`src/hw/rtl/apt_command_frame_assembler_unit_macros.svh`:
```
// Assertion helpers shared by the deframer modules.
// Both sample on clk and stay quiet while rst is high.
`ifndef APT_COMMAND_FRAME_ASSEMBLER_UNIT_MACROS_SVH
`define APT_COMMAND_FRAME_ASSEMBLER_UNIT_MACROS_SVH

// Same-cycle property.
`define APT_CFA_ASSERT(lbl, prop, msg) \
  lbl: assert property (@(posedge clk) disable iff (rst) (prop)) else $error(msg);

// Consequent checked in the cycle after the antecedent.
`define APT_CFA_ASSERT_NEXT(lbl, ante, cons, msg) \
  lbl: assert property (@(posedge clk) disable iff (rst) (ante) |=> (cons)) else $error(msg);

`endif

```
`src/hw/rtl/apt_cfa_ram.sv`:
```
module apt_cfa_ram #(
  parameter int WIDTH = 8,
  parameter int DEPTH = 16
) (
  input  logic                                       clk,
  input  logic                                       we,
  input  logic [((DEPTH > 1) ? $clog2(DEPTH) : 1)-1:0] waddr,
  input  logic [WIDTH-1:0]                           wdata,
  input  logic                                       re,
  input  logic [((DEPTH > 1) ? $clog2(DEPTH) : 1)-1:0] raddr,
  output logic [WIDTH-1:0]                           rdata
);

  logic [WIDTH-1:0] mem [DEPTH];

  always_ff @(posedge clk) begin
    if (we) begin
      mem[waddr] <= wdata;
    end
    if (re) begin
      rdata <= mem[raddr];
    end
  end

endmodule

```
`config.mk`:
```
export PLATFORM = sky130hd
export DESIGN_NAME = apt_cfa_ram
export DESIGN_NICKNAME = d
export VERILOG_FILES = /design/src/hw/rtl/apt_command_frame_assembler_unit_macros.svh /design/src/hw/rtl/apt_cfa_ram.sv
export SDC_FILE = /design/constraint.sdc
export NUM_CORES = 1
export LEC_CHECK = 0
export BUFFER_PORTS_ARGS = -buffer_cell sky130_fd_sc_hd__buf_2
export CORE_MARGIN = 8
export CORE_UTILIZATION = 40
export DETAILED_ROUTE_END_ITERATION = 16
export GPL_TIMING_DRIVEN = 0
export PLACE_DENSITY = 0.57
export SYNTH_ARGS = -nofsm -noshare
export SYNTH_HDL_FRONTEND = slang
export SYNTH_SLANG_ARGS = --single-unit
```
`constraint.sdc`:
```
create_clock -name clk -period 2.7 [get_ports clk]
set_input_delay 0.54 -clock clk [delete_from_list [all_inputs] [get_ports clk]]
set_output_delay 0.54 -clock clk [all_outputs]
set_load 0.02 [all_outputs]
```
* Yosys cells after proc, flatten, opt, wreduce, memory -nomap -nowiden
Memories as Yosys holds them, arrays and structs flattened. A register that Yosys moved wholly into a read port is not among the register bits.
Cells that the tools add are included.
** Cells by class
- Mux-type cells :: 2
** Operators with widths (count)
- $mux 1 :: 2
** Storage, ports and cells
- Output and inout port bits :: 8
- Memories :: 1
- Bits in writable memories :: 128
- Word-level logic and storage cells :: 3
- Bits of input ports :: 19
- Register bits :: 0
** Memories
- mem :: words 16, width 8, read ports 1, clocked after Yosys merged registers in 1, wr ports 1, RTL line apt_cfa_ram.sv:14 : logic [WIDTH-1:0] mem [DEPTH];

* Depth between registers and ports, before layout
- Depth after elaboration :: 2
- Depth in mapped cells :: 5
- Mapped depth without buffers :: 3

* Worst setup path before layout
No wires, ideal clock.
- Path type :: input-to-reg
- From :: input waddr[2] in the netlist's numbering
- To :: memory mem[0][0], enable pin
- Arrival time :: 1.650 ns
- Stages :: 2
- Slack :: 0.667 ns
- Cells stage by stage :: or3b_2 nor3_1
** RTL lines
- from (decl) :: RTL line apt_cfa_ram.sv:7 : input logic [((DEPTH > 1) ? $clog2(DEPTH) : 1)-1:0] waddr,
- to (decl) :: RTL line apt_cfa_ram.sv:14
Straight into the memory's write port.

* Final worst setup path
- From :: input waddr[2] in the netlist's numbering
- To :: memory mem[8][0], enable pin
Straight into the memory's write port.

==> qor.txt <==
Share of cells above drive strength 1: 0.293
Maximum vdd drop: 417 uV
Worst Skew: 6.67 ps
Sequential-to-total area share from yosys stat: 0.781
Outcome: finished, final reports clean
Via count: 2,372
Filler cells: 1,040
Avg WL per Cell: 21.8 microns
Hold_buf cts: 0
Placed Area: 5570 sq um
Longest Clk Path Bufs: 2
Post-synth top area cell: edfxtp_1
Drt first pass iters: 4
Post-Place Worst Slack: 38.3 ps
Post-synth top area share: 0.781
Post-Route WL: 10000 microns
Most common cell in the netlist: edfxtp_1
Post-synth EDFFs: 136
Detailed Place HPWL: 6370 microns
Static Leakage: 2.02 nW
Total negative slack: 0 ps
Initial DRC count: 224
Post-Synth Simple-Gate Area: 0.0314
Crit path kind: input port to flop
Hold_ws: 497 ps
Clk slew on worst S/H paths: 60 ps
Cell Rows: 41
Crit path arrival time: 1910 ps
# Max-Cap Violations: 0
Synth top area cells: edfxtp_1 78%, mux4_2 7.8%, mux4_1 7.0%
# diodes: 0
Hold Fails Final Rpt: 0
Io pins: 27
Routed Antenna Nets: 0
FFs w/ async S/R, synth: 0
Max Slew Vio Count: 0
Startpoint Class: input port
Vias in the first global route: 2,440
Design Area, Final: 6140 sq um
Final worst path period share: 0.699
Placer Congestion: 0.683
Antenna violations before repair: 0
Total CTS buffers: 17
First-pass GRT wire length: 14,900 microns
Net Count, Synth: 248
Combinational family with the most area after synthesis: multiplexers
Final min period: 1890 ps
Metal-1 WL: 4390 microns
GRT Total Usage: 0.128
Core area: 12,700 sq um
CTS root buf: clkbuf_16
Mux share of post-synthesis cell area: 0.148
Pin count of the biggest net entering global routing: 17
Final Setup Violations: 0
Die Ht: 130 microns
Number of synthesized register bits: 136
Resize count post-CTS: 0
CP required: 2720 ps
Top routing layer used: met4
Multi-input gate area: 1060 sq um
RSZ-0062 raised after global routing: false
Pwr/cell area: 781 nW/um^2
Clk sinks: 136
GRT overflow: 0
Vias per inst: 5.17
Area Overhead vs Synth: 17.4%
TritonCTS clock tree: built
WL met2: 4860 microns
Buffer count from post-CTS setup fixing: 0
Fraction of synthesized cell area in xor and xnor cells: 0
Ys Warns: 0
DRC Markers: 0
Mapped Cells: 229
Adder-Cell Fraction of Synth Area: 0
Class of the worst hold path: input port to flop
Commonest cells post-synth: 136 x edfxtp_1, 18 x mux4_2, 16 x a22oi_1
DIE AREA: 17,000 sq um
Met3 WL: 611 microns
Worst rel slew slack: 0.146
Final #Nets: 293
Commonest register cell after synthesis: edfxtp_1
Post-Syn Area: 5230 sq um
Synth cell types: 18
Post-synthesis compound-gate area fraction: 0.0230
Port Buf Inserts: 25
Initial Util: 0.413
FMAX: 530 MHz
Crit end category: flop
Die W: 130 microns
Pwr Total: 0.00480 W
CTS H-tree lvls: 4
Syn Area/Cell: 22.8 sq um
Later-pin clock latency in the skew report: 410 ps
Flip-flop and latch area: 4080 sq um
Critical-path maximum fanout: 8
Final worst slack: 812 ps
Worst-Margin Slew: 1270 ps
[cell families (layout without fill, tap and decap cells)]
| logic type | count (synthesis) | count (layout) |
|---|---|---|
| AOI/OAI and AO/OA | 16 | 16 |
| muxes | 32 | 32 |
| buffers and inverters | 10 | 68 |
| DFF | 136 | 136 |
| and+or+nand+nor | 35 | 35 |
[cell usage in the layout (no fill, tap or decap), types with 3 or more instances in the layout]
master	count
nand2_1	9
nor3_1	4
clkinv_2	4
mux4_1	14
buf_6	3
clkbuf_16	17
mux4_2	18
clkdlybuf4s25_2	3
edfxtp_1	136
buf_2	28
a22oi_1	16
nor2_1	13
clkinvlp_4	5
[registers in the layout, summed over array words and instances, names as in the netlist]
register,count
rdata,8
mem,128
[path summary, 6_finish.rpt]
kind | startpoint | slack (ps) | cells after the start | to
max reg2reg | mem[5][0]$_DFFE_PP_ | 1090 | 3 | rdata[0]$_DFFE_PP_
max | waddr[2] | 810 | 3 | mem[8][0]$_DFFE_PP_
min | re | 500 | 1 | rdata[3]$_DFFE_PP_
min reg2reg | mem[8][3]$_DFFE_PP_ | 760 | 3 | rdata[3]$_DFFE_PP_
[layout make-up]
type                            instances  area share
Timing Repair Buffer                   26      0.0216
Multi-Input combinational cell         83       0.172
Tap cell                              172      0.0351
Clock buffer                           18      0.0699
Buffer                                 10      0.0141
Sequential cell                       136       0.665
Clock inverter                         14      0.0218
[layer usage]
layer	track usage	vias up
met2	0.196	65
li1	-	1073
met3	0.0420	10
met1	0.166	1224
met4	0.0533	0
met5	0	-
[power by group]
group / switching (W) / internal, W
logic: 0.000143 / 0.0000920
clock network: 0.000828 / 0.00134
registers: 0.00000937 / 0.00238
[stage by stage]
| stage | std cells | util |
|---|---|---|
| finish | 459 | 0.484 |
| global route | 459 | 0.484 |
| CTS | 458 | 0.484 |
| detailed placement | 426 | 0.439 |
| global placement | 426 | 0.439 |
| floorplan | 229 | - |
[worst max-delay path, stage by stage]
cell	delay (ps)
buf_2	110
nand3b_1	240
nor3_1	1010
Power figures use the tool's default switching activity.
