==> config.mk <==
export PLATFORM = sky130hd
export DESIGN_NAME = apt_cfa_ctrl
export DESIGN_NICKNAME = d
export VERILOG_FILES = /design/src/hw/rtl/apt_cfa_pkg.sv /design/src/hw/rtl/apt_cfa_ctrl.sv
export VERILOG_INCLUDE_DIRS = /design/src /design/src/hw/rtl
export SDC_FILE = /design/constraint.sdc
export NUM_CORES = 1
export LEC_CHECK = 0
export ABC_CLOCK_PERIOD_IN_PS = 4580
export BUFFER_PORTS_ARGS = -buffer_cell sky130_fd_sc_hd__buf_2
export CELL_PAD_IN_SITES_DETAIL_PLACEMENT = 1
export CELL_PAD_IN_SITES_GLOBAL_PLACEMENT = 1
export CORE_UTILIZATION = 37
export DETAILED_ROUTE_END_ITERATION = 10
export GPL_TIMING_DRIVEN = 1
export PLACE_DENSITY = 0.76
export SLEW_MARGIN = 10
export SYNTH_ARGS = -nofsm -noshare
export SYNTH_HDL_FRONTEND = slang
export SYNTH_SLANG_ARGS = --single-unit
==> constraint.sdc <==
create_clock -name clk -period 4.58 [get_ports clk]
set_clock_uncertainty 0.15 [all_clocks]
set_input_delay 0.458 -clock clk [delete_from_list [all_inputs] [get_ports clk]]
set_output_delay 0.458 -clock clk [all_outputs]
set_load 0.02 [all_outputs]
==> src/hw/rtl/apt_command_frame_assembler_unit_macros.svh <==
// Assertion helpers shared by the deframer modules.
// Both sample on clk and stay quiet while rst is high.
`ifndef APT_COMMAND_FRAME_ASSEMBLER_UNIT_MACROS_SVH
`define APT_COMMAND_FRAME_ASSEMBLER_UNIT_MACROS_SVH

// Same-cycle property.
`define APT_CFA_ASSERT(lbl, prop, msg) \
  lbl: assert property (@(posedge clk) disable iff (rst) (prop)) else $error(msg);

// Consequent checked in the cycle after the antecedent.
`define APT_CFA_ASSERT_NEXT(lbl, ante, cons, msg) \
  lbl: assert property (@(posedge clk) disable iff (rst) (ante) |=> (cons)) else $error(msg);

`endif

==> src/hw/rtl/apt_cfa_pkg.sv <==
package apt_cfa_pkg;

  localparam int BUFFER_BYTES = 4096;
  localparam int HEADER_LEN   = 6;
  localparam int STORE_LEN    = BUFFER_BYTES - HEADER_LEN;
  localparam int ADDR_W       = (STORE_LEN > 1) ? $clog2(STORE_LEN) : 1;
  localparam int PFILL_W      = $clog2(STORE_LEN + 1);

  localparam int S_TDATA_W = 24;
  localparam int M_TDATA_W = 72;

  // Commands (slave tuser)
  localparam logic [1:0] CMD_BYTE = 2'd0;
  localparam logic [1:0] CMD_TICK = 2'd1;
  localparam logic [1:0] CMD_READ = 2'd2;

  // Result kinds (master tuser)
  localparam logic [2:0] KIND_DONE      = 3'd0;
  localparam logic [2:0] KIND_OVERSIZE  = 3'd1;
  localparam logic [2:0] KIND_EXHAUSTED = 3'd2;
  localparam logic [2:0] KIND_TIMEOUT   = 3'd3;
  localparam logic [2:0] KIND_PAYLOAD   = 3'd4;

  // Register indexes
  localparam logic [1:0] REG_HOST_ID     = 2'd0;
  localparam logic [1:0] REG_MAX_REALIGN = 2'd1;
  localparam logic [1:0] REG_TIMEOUT     = 2'd2;

  localparam logic [7:0]  HOST_ID_RST     = 8'd1;
  localparam logic [7:0]  MAX_REALIGN_RST = 8'd4;
  localparam logic [15:0] TIMEOUT_RST     = 16'd1000;

  // Accepted destinations
  localparam logic [6:0] DEST_HUB = 7'h11;
  localparam logic [6:0] DEST_LO  = 7'h21;
  localparam logic [6:0] DEST_HI  = 7'h28;

  typedef struct packed {
    logic [7:0]  host_id;
    logic [7:0]  max_realign;
    logic [15:0] timeout;
  } cfg_t;

  typedef struct packed {
    logic [15:0] ext_len;
    logic        has_ext;
    logic [7:0]  source;
    logic [6:0]  dest;
    logic [7:0]  second_param;
    logic [7:0]  first_param;
    logic [15:0] message_id;
  } hdr_t;

  typedef struct packed {
    logic       valid;
    logic [2:0] kind;
    logic       rd;
    hdr_t       hdr;
  } res_t;

  typedef struct packed {
    logic              we;
    logic [ADDR_W-1:0] waddr;
    logic [7:0]        wdata;
    logic              re;
    logic [ADDR_W-1:0] raddr;
  } mem_req_t;

endpackage

==> src/hw/rtl/apt_cfa_ctrl.sv <==
module apt_cfa_ctrl
  import apt_cfa_pkg::*;
(
  input  logic        clk,
  input  logic        rst,
  input  logic        accept,
  input  logic [1:0]  command,
  input  logic [7:0]  data_byte,
  input  logic [11:0] payload_index,
  input  cfg_t        cfg,
  output res_t        res,
  output mem_req_t    mem
);

  `include "apt_command_frame_assembler_unit_macros.svh"

  localparam logic [2:0] MODE_IDLE      = 3'd0;
  localparam logic [2:0] MODE_HEADER    = 3'd1;
  localparam logic [2:0] MODE_PAYLOAD   = 3'd2;
  localparam logic [2:0] MODE_SKIP      = 3'd3;
  localparam logic [2:0] MODE_EXHAUSTED = 3'd4;

  localparam logic [2:0] FILL_FULL = 3'(HEADER_LEN);

  logic [2:0]                         mode, mode_next;
  logic [HEADER_LEN-1:0][7:0]         hw, hw_next;
  logic [2:0]                         fill, fill_next;
  logic [7:0]                         tries, tries_next;
  logic [15:0]                        remaining, remaining_next;
  logic [PFILL_W-1:0]                 pfill, pfill_next;
  logic [15:0]                        time_left, time_left_next;

  logic [HEADER_LEN-1:0][7:0]         win;
  logic [2:0]                         fill_eff, fill_new;
  logic [6:0]                         dest;
  logic                               hdr_ok;
  logic [15:0]                        len;
  logic [15:0]                        rem_dec, tl_dec;
  logic                               go_idle;

  function automatic hdr_t hdr_of(input logic [HEADER_LEN-1:0][7:0] w);
    hdr_t h;
    h.message_id   = {w[1], w[0]};
    h.first_param  = w[2];
    h.second_param = w[3];
    h.dest         = w[4][6:0];
    h.source       = w[5];
    h.has_ext      = w[4][7];
    h.ext_len      = {w[3], w[2]};
    return h;
  endfunction

  always_comb begin
    fill_eff = (mode == MODE_IDLE) ? 3'd0 : fill;
    for (int i = 0; i < HEADER_LEN; i++) begin
      win[i] = (fill_eff == 3'(i)) ? data_byte : hw[i];
    end
    fill_new = (fill_eff < FILL_FULL) ? fill_eff + 3'd1 : fill_eff;
    dest     = win[4][6:0];
    hdr_ok   = ((dest == DEST_HUB) || (dest >= DEST_LO && dest <= DEST_HI)) &&
               (win[5] == cfg.host_id);
    len      = {win[3], win[2]};
    rem_dec  = (remaining != 16'd0) ? remaining - 16'd1 : remaining;
    tl_dec   = (time_left != 16'd0) ? time_left - 16'd1 : time_left;
  end

  always_comb begin
    mode_next      = mode;
    hw_next        = hw;
    fill_next      = fill;
    tries_next     = tries;
    remaining_next = remaining;
    pfill_next     = pfill;
    time_left_next = time_left;
    go_idle        = 1'b0;
    res            = '0;
    mem            = '0;
    mem.wdata      = data_byte;
    mem.waddr      = ADDR_W'(pfill);
    mem.raddr      = ADDR_W'(payload_index);

    if (accept) begin
      case (command)
        CMD_BYTE: begin
          case (mode)
            MODE_IDLE, MODE_HEADER: begin
              if (mode == MODE_IDLE) begin
                mode_next      = MODE_HEADER;
                time_left_next = cfg.timeout;
              end
              hw_next   = win;
              fill_next = fill_new;
              if (fill_new == FILL_FULL) begin
                if (!hdr_ok) begin
                  if (tries >= cfg.max_realign) begin
                    mode_next = MODE_EXHAUSTED;
                    res.valid = 1'b1;
                    res.kind  = KIND_EXHAUSTED;
                  end else begin
                    // slide the window by one byte
                    tries_next = tries + 8'd1;
                    for (int i = 0; i < HEADER_LEN - 1; i++) begin
                      hw_next[i] = win[i+1];
                    end
                    hw_next[HEADER_LEN-1] = 8'd0;
                    fill_next = FILL_FULL - 3'd1;
                  end
                end else begin
                  tries_next = 8'd0;
                  if (!win[4][7] || len == 16'd0) begin
                    if (win[4][7]) begin
                      pfill_next = '0;
                    end
                    res.valid = 1'b1;
                    res.kind  = KIND_DONE;
                    res.hdr   = hdr_of(win);
                    go_idle   = 1'b1;
                  end else if (32'(len) > 32'(STORE_LEN)) begin
                    res.valid      = 1'b1;
                    res.kind       = KIND_OVERSIZE;
                    res.hdr        = hdr_of(win);
                    mode_next      = MODE_SKIP;
                    remaining_next = len;
                  end else begin
                    mode_next      = MODE_PAYLOAD;
                    remaining_next = len;
                    pfill_next     = '0;
                  end
                end
              end
            end
            MODE_PAYLOAD: begin
              mem.we         = (32'(pfill) < 32'(STORE_LEN));
              pfill_next     = pfill + PFILL_W'(1);
              remaining_next = rem_dec;
              if (rem_dec == 16'd0) begin
                res.valid = 1'b1;
                res.kind  = KIND_DONE;
                res.hdr   = hdr_of(hw);
                go_idle   = 1'b1;
              end
            end
            MODE_SKIP: begin
              remaining_next = rem_dec;
              go_idle        = (rem_dec == 16'd0);
            end
            default: begin
            end
          endcase
        end
        CMD_TICK: begin
          if (mode != MODE_IDLE) begin
            time_left_next = tl_dec;
            if (tl_dec == 16'd0) begin
              go_idle   = 1'b1;
              res.valid = 1'b1;
              res.kind  = KIND_TIMEOUT;
            end
          end
        end
        CMD_READ: begin
          res.valid = 1'b1;
          res.kind  = KIND_PAYLOAD;
          res.rd    = (32'(payload_index) < 32'(STORE_LEN));
          mem.re    = res.rd;
        end
        default: begin
        end
      endcase
    end

    if (go_idle) begin
      mode_next      = MODE_IDLE;
      fill_next      = 3'd0;
      remaining_next = 16'd0;
      tries_next     = 8'd0;
      time_left_next = 16'd0;
    end
  end

  always_ff @(posedge clk) begin
    if (rst) begin
      mode      <= MODE_IDLE;
      hw        <= '0;
      fill      <= 3'd0;
      tries     <= 8'd0;
      remaining <= 16'd0;
      pfill     <= '0;
      time_left <= 16'd0;
    end else begin
      mode      <= mode_next;
      hw        <= hw_next;
      fill      <= fill_next;
      tries     <= tries_next;
      remaining <= remaining_next;
      pfill     <= pfill_next;
      time_left <= time_left_next;
    end
  end

  `APT_CFA_ASSERT(a_fill_range, fill <= FILL_FULL, "header fill beyond header length")
  `APT_CFA_ASSERT(a_payload_pending, (mode != MODE_PAYLOAD) || (remaining != 16'd0), "payload mode with nothing left")
  `APT_CFA_ASSERT_NEXT(a_idle_clean, go_idle, mode == MODE_IDLE && time_left == 16'd0 && fill == 3'd0, "return to idle left state behind")

endmodule

Yosys cells after proc, flatten, opt, wreduce, memory -nomap -nowiden
Cells that the tools add are included.

storage, ports and cells
  register bits after elaboration = 106
  bits of input ports = 57
  output and inout bits = 103
  logic and storage cells = 141

operators by class
  add/sub/neg operators = 5
  magnitude comparators = 7
  eq/ne operators = 22
  mux-type cells = 70
  reduce and logical (&&, ||, !) cells = 25

operators by type and width
  operator               number
  $mux 64                6
  $mux 48                3
  $mux 16                8
  $pmux 64 s2            1
  $mux 69                1
  $mux 8                 8
  $pmux 16 s2            2
  $mux 12                5
  $logic_not 16->1       3
  $mux 4                 8
  $reduce_bool 16->1     2
  $sub 16x1->16 const B  2
  $mux 3                 10
  $lt 12x12->1 const B   2
  $pmux 12 s2            1
  $gt 16x12->1 const B   1
  $mux 1                 13
  $add 12x1->12 const B  1
  $eq 3x2->1 const B     4
  $ne 2x2->1 const B     6
  $pmux 4 s3             1
  $reduce_and 5->1       2
  $eq 3x3->1 const B     3
  $add 8x1->8 const B    1
  26 further kinds       35

Logic depth before layout (Yosys ltp)
  depth after elaboration = 14
  gate-level depth with buffers = 20
  gate-level depth less buffers = 13

Least setup slack after synthesis
OpenSTA, ideal clock, no wires.

  path type = flip-flop to output port
  start point = register mode[0]
  end point = output port res[52] in the netlist's numbering
  data arrival time = 4.050 ns
  required time = 3.972 ns
  slack = -0.078 ns
  stages on the path, launching flop included = 20
  cell sequence = dfxtp_1 -> buf_6 -> or3_1 -> buf_2 -> nand2_1 -> inv_1 -> ha_1 -> ha_1 -> buf_2 -> or3_1 -> a211o_1 -> a2111oi_2 -> nor2_1 -> a21o_1 -> nor2_1 -> buf_2 -> buf_2 -> a22oi_1 -> nor2_1 -> buf_4

RTL lines
  element                 line                 text
  start, declared         apt_cfa_ctrl.sv:25   logic [2:0] mode, mode_next;
  start signal, assigned  apt_cfa_ctrl.sv:191  mode <= mode_next;
  end, declared           apt_cfa_ctrl.sv:11   output res_t res,

==> impl_metrics.tcl <==
set metrics [dict create \
    die_outline_area_sq_um 23080 \
    num_io_pins 160 \
    report.final.setup_viol 21 \
    synth_enable_flop_cells 0 \
    power_total_mw 2.038 \
    grt_pass1_wl_um 50730 \
    vdd.ir_drop.worst_mv 0.1829 \
    post_synth.cell_area_avg_sq_um 7.353 \
    ant_nets 0 \
    detail_route.iter0.violations 904 \
    setup.worst_path.class "reg2out" \
    drc_errors 10 \
    tritoncts_num_sinks 106 \
    crit_arrival_ns 4.10 \
    setup.worst_path.start_class "flop" \
    routed_wire_length_um 34140 \
    post_detail_place_hpwl_um 22390 \
    antenna_found_initial 1 \
    power_density_cells_nw_per_um2 202.6 \
    routedWlPerCell_um 22.31 \
    area_delta_synth_final_pct 20.99 \
    clk_root_buf "clkbuf_16" \
    synth_area_sq_um 8317 \
    cpMostUsedCell "ha_4" \
    fin_crit_sh_pct 102.9 \
    slowest_library_cell_on_the_worst_path "a2111oi_4" \
    cts_buffers 9 \
    timing_worst_slew_pin_value_ns 1.027 \
    whs_ns 0.2886 \
    latest_clock_arrival_within_the_worst_skew_pair_ns 0.37 \
    htree_levels 3 \
    ys_seq_elements 106 \
    min_period_ns 4.713 \
    placeableCoreArea_sq_um 21960 \
    synth-seq-area-share_pct 25.52 \
    finalHoldViolations 0 \
    ctsHoldBuffers 0 \
    vias_per_cell 6.299 \
    synth-warning-count 0 \
    timing.hold.worst.class "in2reg" \
    grt_start_max_net_pins 51 \
    grt_pass1_vias 9119 \
    die_y_um 151.9 \
    placementRows 54 \
    layout_setup_ws_ns -0.1329 \
    layout-drive-gt1-share_pct 25.94 \
    min_delay_path_depth 5 \
    timing.max_cap.violations 0 \
    critical_path_depth 16 \
    most-common-layout-cells "121 x buf_2, 120 x nor2_1, 105 x dfxtp_1" \
    leading_cell_type_in_the_layout_fill_and_taps_excluded "buf_2" \
    timing.final.max_slew_violations 0 \
    synth.lib_cells_used.distinct 77 \
    tritoncts "built" \
    status "finished with violations" \
    grt-ovfl-total 0 \
    synth.net_count 1205 \
    worst_setup_path_end_kind "output port" \
    kind_of_cell_with_the_highest_combined_delay_on_the_critical_path "compound AO/OA/AOI/OAI gates" \
    failed_checks "design-rule violations, negative setup slack" \
    port-buffer-count 157 \
    timing.critical_path.cells "or3_4 -> nand2_4 -> inv_4 -> ha_4 -> ha_4 -> mux2_4 -> a211o_1 -> a2111oi_4 -> nor2_2 -> a21o_4 -> nor2_4 -> buf_12 -> clkbuf_16 -> nand3_2 -> a21oi_2 -> buf_4" \
    worst-r2r-cell-count 15 \
    firstDrtPassIters 8 \
    crit_buf_inv 4 \
    slowest_delay_ns 0.44 \
    dieWidth_um 151.9 \
    nNetsFinal 1318 \
    gr-usage-all-layers_pct 27.21 \
    asyncSetResetFlopFracSynth_pct 0 \
    worst_setup_slack_post_dpl_ns -0.2441 \
    clock_tree.buffer_depth 2 \
    setup_total_negative_slack_ns -0.6526 \
    start_util_pct 37.87 \
    cts.reportedPaths.clkPinSlew_ns 0.07 \
    synth_top_flop_cell "dfxtp_1" \
    fmax_ghz 0.2122 \
    timing.max_slew.rel_slack_pct 30.82 \
    setup_repair_after_global_routing_missed_its_margin "true" \
    routability_cong 0.8867 \
    worstPathRequired_ns 3.97 \
    syn-instance-count 1131 \
    vias 9638 \
    leakage_nw 3.948 \
    crit_fanout 5 \
]
-- worst min-delay path: cells and delay by family --
kind	cells	cell delay, ns
compound gates	1	0.06
simple gates	3	0.14
buf+inv	1	0.10
-- flip-flops by register name (all words and copies together) (netlist names) --
register   flops
fill           3
hw            48
mode           3
pfill         12
remaining     16
time_left     16
tries          8
-- metal layers --
layer	wire (um)	track usage (%)
met1	14550	36.60
met2	15820	44.66
met3	2352	3.622
met4	1418	9.329
met5	0	0
-- final timing paths --
path | to | startpoint | slack [ns]
min | time_left[6] | cfg[6] | 0.29
max | res[54] | mode[2] | -0.13
max reg2reg | hw[37] | mode[2] | 0.32
min reg2reg | time_left[11] | time_left[11] | 0.36
-- power by group --
group,total (mW),switching (mW),internal (mW)
registers,0.950,0.0167,0.934
logic,0.319,0.211,0.107
clock network,0.769,0.395,0.374
-- final cells by class --
class / count / area (sq um)
multi-input combinational: 868 / 5669
sequential: 106 / 2123
clock inverter: 5 / 38.79
fill: 2748 / 11900
clock buffer: 11 / 232.7
tap: 280 / 350.3
timing repair buffer: 224 / 1509
inverter: 35 / 136.4
antenna: 1 / 2.502
-- stage by stage --
step	instance area, sq um	cells	utilization (%)
6_report	10060	1530	45.82
5_1_grt	10060	1530	45.82
4_1_cts	9627	1502	43.84
3_5_place_dp	9133	1479	41.59
3_3_place_gp	9133	1479	41.59
2_1_floorplan	8329	1131	-
-- timing repair --
| item | in CTS | in global routing |
|---|---|---|
| resized for setup | 34 | 59 |
| gates cloned | 1 | 4 |
| setup endpoints to repair | 66 | 66 |
| pin swaps | 11 | 16 |
| setup buffers | 6 | 24 |
-- synthesized netlist by cell type, drive strengths merged, types with 21 or more instances --
cell type,instances,area (sq um)
nor3,29,155.2
buf,68,460.4
a21oi,83,415.4
nor2,128,483.0
o21ai,95,483.0
a22oi,33,247.7
mux2i,43,430.4
inv,35,131.4
dfxtp,106,2122
mux2,24,277.8
nand2,86,322.8
clkbuf,55,206.5
nand3,53,280.3
nand3b,24,180.2
a211oi,21,157.7
-- logic make-up after synthesis --
family | synth area share (%)
simple gates | 25.70
compound gates | 26.33
buf+inv | 9.598
flops | 25.52
mux | 8.515
xor+xnor | 1.790
fa+ha+maj | 2.557
Power figures use the tool's default switching activity.
